$ cat config.mk
export PLATFORM = sky130hd
export DESIGN_NAME = terminal_key_escape_decoder
export DESIGN_NICKNAME = d
export VERILOG_FILES = /design/src/rtl/tked_pkg.sv /design/src/rtl/tked_decode.sv /design/src/rtl/terminal_key_escape_decoder.sv
export VERILOG_INCLUDE_DIRS = /design/src /design/src/rtl
export SDC_FILE = /design/constraint.sdc
export NUM_CORES = 1
export LEC_CHECK = 0
export ABC_AREA = 1
export BUFFER_PORTS_ARGS = -buffer_cell sky130_fd_sc_hd__buf_2
export CAP_MARGIN = 20
export CORE_ASPECT_RATIO = 0.6
export CORE_MARGIN = 5
export CORE_UTILIZATION = 45
export CTS_CLUSTER_DIAMETER = 200
export DETAILED_ROUTE_END_ITERATION = 12
export MAX_ROUTING_LAYER = met4
export SETUP_SLACK_MARGIN = 0.1
export SLEW_MARGIN = 20
export SYNTH_ARGS = -nofsm -noshare
export SYNTH_HDL_FRONTEND = slang
export SYNTH_SLANG_ARGS = --single-unit
$ cat constraint.sdc
create_clock -name clk -period 3.2 [get_ports clk]
set_clock_uncertainty 0.05 [all_clocks]
set_input_delay 0.16 -clock clk [delete_from_list [all_inputs] [get_ports clk]]
set_output_delay 0.16 -clock clk [all_outputs]
set_load 0.02 [all_outputs]
$ cat src/rtl/assert_macros.svh
// Assertion macros shared by the RTL of the terminal key escape decoder.
// No dependencies; included by the files that carry assertions.
`ifndef ASSERT_MACROS_SVH
`define ASSERT_MACROS_SVH

// same-cycle implication
`define TKED_ASSERT_IMP(lbl, clk, rst, ante, cons, msg) \
  lbl: assert property (@(posedge clk) disable iff (rst) (ante) |-> (cons)) else $error(msg);

// next-cycle implication
`define TKED_ASSERT_NXT(lbl, clk, rst, ante, cons, msg) \
  lbl: assert property (@(posedge clk) disable iff (rst) (ante) |=> (cons)) else $error(msg);

`endif

$ cat src/rtl/tked_pkg.sv
// Shared types and byte constants for the terminal key escape decoder.
// No dependencies; imported by tked_decode and the top level.
package tked_pkg;

  localparam logic [7:0] EscByte     = 8'h1b;
  localparam logic [7:0] BracketByte = 8'h5b;
  localparam logic [7:0] TildeByte   = 8'h7e;
  localparam logic [7:0] DigitOne    = 8'h31;
  localparam logic [7:0] DigitTwo    = 8'h32;
  localparam logic [7:0] PrintLow    = 8'h20;
  localparam logic [7:0] TabByte     = 8'h09;
  localparam logic [7:0] CrByte      = 8'h0d;
  localparam logic [7:0] PercentByte = 8'h25;
  localparam logic [7:0] DelByte     = 8'h7f;

  localparam logic [7:0] KcF1   = 8'd128;
  localparam logic [7:0] KcUp   = 8'd140;
  localparam logic [7:0] KcHome = 8'd144;
  localparam logic [7:0] KcBksp = 8'd8;

  typedef enum logic [1:0] {
    EV_CHAR = 2'd0,
    EV_DOWN = 2'd1,
    EV_UP   = 2'd2
  } ev_kind_t;

  typedef struct packed {
    logic       special_pending;
    logic       bracket_seen;
    logic       expect_low_fn;
    logic       expect_mid_fn;
    logic       expect_high_fn;
    logic       tilde_mid_fn;
    logic       tilde_high_fn;
    logic       tilde_maybe_page;
    logic [7:0] held_digit;
  } tked_state_t;

  typedef struct packed {
    logic       emit;
    logic       has_char;
    logic [7:0] code;
  } tked_rec_t;

endpackage

$ cat src/rtl/tked_decode.sv
// Combinational byte decoder: next sequence flags and the key record for one byte.
// Depends on tked_pkg.
module tked_decode import tked_pkg::*; (
  input  tked_state_t st,
  input  logic [7:0]  rx_byte,
  output tked_state_t st_next,
  output tked_rec_t   rec
);

  function automatic logic [7:0] plain_code(input logic [7:0] b);
    if (b == TabByte || b == CrByte || b == EscByte) return b;
    if (b == DelByte) return KcBksp;
    if (b >= PrintLow && b <= TildeByte && b != PercentByte) return b;
    return 8'd0;
  endfunction

  function automatic logic [7:0] fn_low_code(input logic [7:0] b);
    if (b >= 8'h41 && b <= 8'h45) return KcF1 + (b - 8'h41);
    return 8'd0;
  endfunction

  function automatic logic [7:0] fn_mid_code(input logic [7:0] b);
    if (b >= 8'h37 && b <= 8'h39) return KcF1 + 8'd5 + (b - 8'h37);
    return 8'd0;
  endfunction

  function automatic logic [7:0] fn_high_code(input logic [7:0] b);
    priority case (b)
      8'h30:   return KcF1 + 8'd8;
      8'h31:   return KcF1 + 8'd9;
      8'h33:   return KcF1 + 8'd10;
      8'h34:   return KcF1 + 8'd11;
      default: return 8'd0;
    endcase
  endfunction

  function automatic logic [7:0] arrow_code(input logic [7:0] b);
    if (b >= 8'h41 && b <= 8'h44) return KcUp + (b - 8'h41);
    return 8'd0;
  endfunction

  function automatic logic [7:0] page_code(input logic [7:0] b);
    if (b >= 8'h31 && b <= 8'h36) return KcHome + (b - 8'h31);
    return 8'd0;
  endfunction

  logic [7:0] code;
  logic [7:0] pcode;

  always_comb begin
    st_next = st;
    code    = 8'd0;
    pcode   = plain_code(rx_byte);
    rec     = '0;
    if (st.special_pending) begin
      if (rx_byte == BracketByte && !st.bracket_seen) begin
        st_next.bracket_seen = 1'b1;
      end else begin
        st_next.bracket_seen = 1'b0;
        if (rx_byte == BracketByte) begin
          st_next.expect_low_fn = 1'b1;
        end else if (rx_byte == TildeByte) begin
          st_next.special_pending = 1'b0;
          priority if (st.tilde_mid_fn) begin
            st_next.tilde_mid_fn = 1'b0;
            code = fn_mid_code(st.held_digit);
          end else if (st.tilde_high_fn) begin
            st_next.tilde_high_fn = 1'b0;
            code = fn_high_code(st.held_digit);
          end else if (st.tilde_maybe_page) begin
            st_next.tilde_maybe_page = 1'b0;
            st_next.expect_mid_fn    = 1'b0;
            st_next.expect_high_fn   = 1'b0;
            code = page_code(st.held_digit);
          end else begin
            code = 8'd0;
          end
        end else if (rx_byte[6]) begin
          st_next.special_pending = 1'b0;
          if (st.expect_low_fn) begin
            st_next.expect_low_fn = 1'b0;
            code = fn_low_code(rx_byte);
          end else begin
            code = arrow_code(rx_byte);
          end
        end else begin
          st_next.held_digit = rx_byte;
          priority if (st.expect_mid_fn) begin
            st_next.expect_mid_fn = 1'b0;
            st_next.tilde_mid_fn  = 1'b1;
          end else if (st.expect_high_fn) begin
            st_next.expect_high_fn = 1'b0;
            st_next.tilde_high_fn  = 1'b1;
          end else begin
            st_next.tilde_maybe_page = 1'b1;
            if (rx_byte == DigitOne) st_next.expect_mid_fn = 1'b1;
            else if (rx_byte == DigitTwo) st_next.expect_high_fn = 1'b1;
          end
        end
      end
      rec.emit     = (code != 8'd0);
      rec.has_char = 1'b0;
      rec.code     = code;
    end else if (!rx_byte[7] && pcode != 8'd0) begin
      if (rx_byte == EscByte) begin
        st_next.special_pending = 1'b1;
      end else begin
        rec.emit     = 1'b1;
        rec.has_char = (rx_byte >= PrintLow && rx_byte <= TildeByte);
        rec.code     = pcode;
      end
    end
  end

endmodule

$ cat src/rtl/terminal_key_escape_decoder.sv
// A byte that gives no event does not occupy the block; bytes may arrive every cycle
// while no events are pending. A byte that decodes to a key gives two events (key
// down, key up), and a printable byte three (char, key down, key up). These go out
// one per cycle while out_stall is low, from a single result register. The next byte
// is taken in the same cycle as the last event of the previous one leaves.
// Top level of the terminal key escape decoder; depends on tked_pkg, tked_decode and
// assert_macros.svh.
`include "assert_macros.svh"

module terminal_key_escape_decoder import tked_pkg::*; (
  input  logic       clk,
  input  logic       rst,
  input  logic       in_valid,
  output logic       in_stall,
  input  logic [7:0] rx_byte,
  output logic       out_valid,
  input  logic       out_stall,
  output logic [1:0] event_kind,
  output logic [7:0] key_code,
  output logic       last_event
);

  tked_state_t st;
  tked_state_t st_next;
  tked_rec_t   rec;
  ev_kind_t    phase;
  logic        busy;
  logic        in_take;
  logic        out_take;
  logic        finishing;

  tked_decode u_decode (
    .st      (st),
    .rx_byte (rx_byte),
    .st_next (st_next),
    .rec     (rec)
  );

  assign out_valid  = busy;
  assign event_kind = phase;
  assign last_event = (phase == EV_UP);
  assign out_take   = busy && !out_stall;
  assign finishing  = out_take && last_event;
  assign in_stall   = busy && !finishing;
  assign in_take    = in_valid && !in_stall;

  always_ff @(posedge clk) begin
    if (rst) begin
      st    <= '0;
      busy  <= 1'b0;
      phase <= EV_DOWN;
    end else begin
      if (in_take) st <= st_next;
      if (in_take && rec.emit) begin
        busy     <= 1'b1;
        key_code <= rec.code;
        phase    <= rec.has_char ? EV_CHAR : EV_DOWN;
      end else if (finishing) begin
        busy <= 1'b0;
      end else if (out_take) begin
        unique case (phase)
          EV_CHAR: phase <= EV_DOWN;
          EV_DOWN: phase <= EV_UP;
          default: phase <= EV_UP;
        endcase
      end
    end
  end

  `TKED_ASSERT_IMP(a_take_only_free, clk, rst, in_take && busy, finishing,
                   "byte taken while events still pending")
  `TKED_ASSERT_IMP(a_last_is_up, clk, rst, out_valid && last_event, event_kind == EV_UP,
                   "final event is not key up")
  `TKED_ASSERT_IMP(a_char_printable, clk, rst, out_valid && event_kind == EV_CHAR,
                   key_code >= PrintLow && key_code <= TildeByte,
                   "char event with non-printable code")
  `TKED_ASSERT_NXT(a_seq_holds, clk, rst, out_take && !last_event,
                   out_valid && $stable(key_code),
                   "event sequence broken before key up")

endmodule

==> impl_metrics.env <==
export IMPL_dp_cells=441
export IMPL_required_ns=3.19
export IMPL_pre_cts_ws_ns=0.545
export IMPL_grt_start_max_net_pins=16
export IMPL_multi_input_area_um2=1510
export IMPL_max_slew_margin=0.694
export IMPL_crit_chain="inv_1 > ha_1 > nand2_1 > nand3_1 > xor2_1 > inv_1 > nor2_1 > a21oi_1 > nand2_1 > nor2_2 > nand3_2 > nand2_2 > nor2_1 > buf_4"
export IMPL_ctsResizeCount=0
export IMPL_post_cts_buffers=0
export IMPL_power_frac_comb=0.195
export IMPL_wl_um=6740
export IMPL_period_share=0.769
export IMPL_fin_tns_setup_ns=0
export IMPL_maxCapViolCount=0
export IMPL_placedInstanceArea_um2=2500
export IMPL_endpoint_kind="flip-flop"
export IMPL_die_w_um=103
export IMPL_drv_slew=0
export IMPL_syn_num_nets=382
export IMPL_numCtsBuffers=3
export IMPL_clock_tree_root_cell="clkbuf_8"
export IMPL_final_core_util=0.511
export IMPL_wire_per_inst_um=15.1
export IMPL_diodes=0
export IMPL_cp_num_buf_inv=3
export IMPL_ios=25
export IMPL_antenna_found_initial=0
export IMPL_power_share_switching=0.281
export IMPL_cts_tree="done"
export IMPL_holdWs_ns=0.122
export IMPL_dp_hpwl_um=5500
export IMPL_ir_drop_mv=0.270
export IMPL_post_route_min_period_ns=2.46
export IMPL_area_growth_pct=10.3
export IMPL_p_leak_nw=1.18
export IMPL_cp_arrival_ns=2.45
export IMPL_p_per_area_nw_per_um2=303
export IMPL_fin_nets=404
export IMPL_first_pass_iters=5
export IMPL_outcome="completed"
export IMPL_synth_seq_area_share=0.258
export IMPL_yosysWarningCount=0
export IMPL_p_sw_mw=0.219
export IMPL_worst_path_max_fanout=8
export IMPL_ys_ff_latch=26
export IMPL_yosys_area_top_type_share=0.155
export IMPL_grt_pass1_wl_um=11300
export IMPL_initial_core_util=0.463
export IMPL_yosys_top_cells_area="dfxtp_1, nand2_1, edfxtp_1"
export IMPL_overflow=0
export IMPL_regArea_um2=601
export IMPL_clk_pin_slew_ns=0.09
export IMPL_cts_hold_fix_buffers=0
export IMPL_h_tree_depth=1
export IMPL_via_count=2481
export IMPL_path_class="flip-flop to flip-flop"
export IMPL_postLayoutSetupSlackWorst_ns=0.740
export IMPL_synth_largest_area_cell="dfxtp_1"
export IMPL_rows=20
export IMPL_synth_area_um2=2330
export IMPL_fmaxAchievable_mhz=406
export IMPL_insertion_delay_ns=0.28
export IMPL_clock_path_buffers=2
export IMPL_finalHoldViolCount=0
export IMPL_final_cells=445
export IMPL_hold_path_class="input port to flip-flop"
export IMPL_syn_inst=358
export IMPL_p_total_mw=0.779
export IMPL_first_iter_violations=241
export IMPL_setup_viol=0
export IMPL_ant_nets=0
export IMPL_yosysUniqueCellTypes=42
export IMPL_tightest_slew_ns=0.459
export IMPL_clock_power_share=0.355
export IMPL_core_area_um2=5030
export IMPL_p_int_mw=0.559
export IMPL_die_h_um=65.7
export IMPL_fill_cells=550
export IMPL_drive_gt1_frac=0.172
export IMPL_gp_congestion=0.911
export IMPL_die_area_um2=6760
export IMPL_path_delay_family="simple AND/OR/NAND/NOR gates"
export IMPL_critPathSlowestCell="dfxtp_1"
export IMPL_vias_per_cell=5.58
export IMPL_drc_errors=0
export IMPL_design_area_um2=2570
export IMPL_rsz0062_at_grt="no"
export IMPL_slowest_delay_ns=0.46
export IMPL_gr_usage_all_layers=0.220
export IMPL_syn_avg_cell_area_um2=6.51
export IMPL_grt_pass1_vias=2221
export IMPL_port_buffers=24
export IMPL_worstSetupStartpointType="flip-flop"
export IMPL_seqPwrFrac=0.450
export IMPL_cts_sinks=26
==> layout make-up <==
cell class	instances	share of cell area
multi-input cells	276	0.586
repair buffers	25	0.0497
clock buffers	3	0.0161
flip-flops and latches	26	0.234
clock inverters	1	0.0117
well taps	66	0.0321
inverters	48	0.0701
==> per-layer routing <==
layer	global-route usage	share of wire	vias up
met5	-	0	-
met4	0.0210	0.0033	0
met3	0.0477	0.13	4
met2	0.272	0.35	141
met1	0.361	0.51	1101
li1	-	-	1235
==> power by group through the flow <==
| stage | logic, mW | clock network (mW) | registers [mW] |
|---|---|---|---|
| floorplan | 0.0947 | 0 | 0.367 |
| global placement | 0.150 | 0 | 0.358 |
| detailed placement | 0.150 | 0 | 0.358 |
| CTS | 0.150 | 0.283 | 0.351 |
| global route | 0.169 | 0.292 | 0.352 |
| finish | 0.152 | 0.276 | 0.350 |
==> cell usage after synthesis (all sizes together) <==
cell	instances
nand2	94
dfxtp	18
a22oi	1
nand4	8
xnor2	2
o21ai	27
nand3b	1
o21a	1
a31oi	3
a221oi	1
a21oi	24
o22ai	3
nor3	7
xor2	4
nand3	32
o31ai	6
o21bai	1
a311oi	1
clkinv	1
a211oi	1
clkbuf	3
edfxtp	8
nor2	44
ha	12
o211a	2
buf	5
or3	1
inv	47
==> worst paths after layout <==
| check | endpoint | slack [ns] | cells past startpoint | start |
|---|---|---|---|---|
| hold / removal | out_valid | 0.12 | 2 | rst |
| setup / recovery | key_code[3] | 0.74 | 14 | st[2] |
| setup reg to reg | key_code[3] | 0.74 | 14 | st[2] |
| hold reg to reg | st[5] | 0.45 | 2 | st[5] |
==> kinds of logic (layout without fill, tap and decap cells) <==
| kind of cell | after synthesis | count (layout) | share of synthesized area |
|---|---|---|---|
| and+or+nand+nor | 187 | 187 | 0.376 |
| AOI/OAI and AO/OA | 71 | 71 | 0.184 |
| buffers and inverters | 56 | 77 | 0.0956 |
| DFF | 26 | 26 | 0.258 |
| adders and majority gates | 12 | 12 | 0.0644 |
| xor gates and xnor gates | 6 | 6 | 0.0226 |
==> state kept, by name, summed over array words and instances, names as in the netlist <==
| signal | flops |
|---|---|
| st | 15 |
| event_kind | 2 |
| out_valid | 1 |
| key_code | 8 |
==> layout by cell type (no fill, tap or decap), drive strengths merged, types with 2 or more instances in the layout <==
master   n
o22ai    3
edfxtp   8
nand4    8
ha      12
o21ai   27
o211a    2
a21oi   24
clkbuf   3
xor2     4
dfxtp   18
xnor2    2
nand2   94
inv     47
o31ai    6
a31oi    3
nor3     7
nor2    44
nand3   32
buf     25
==> worst reg2reg max path: cells and delay by family, from the launching register on <==
kind,cells,cell delay (ns)
buf+inv,3,0.39
flops,1,0.46
compound gates,1,0.17
fa+ha+maj,1,0.26
simple gates,8,0.72
xor+xnor,1,0.17
No activity file was read; power rests on OpenSTA's default activity.
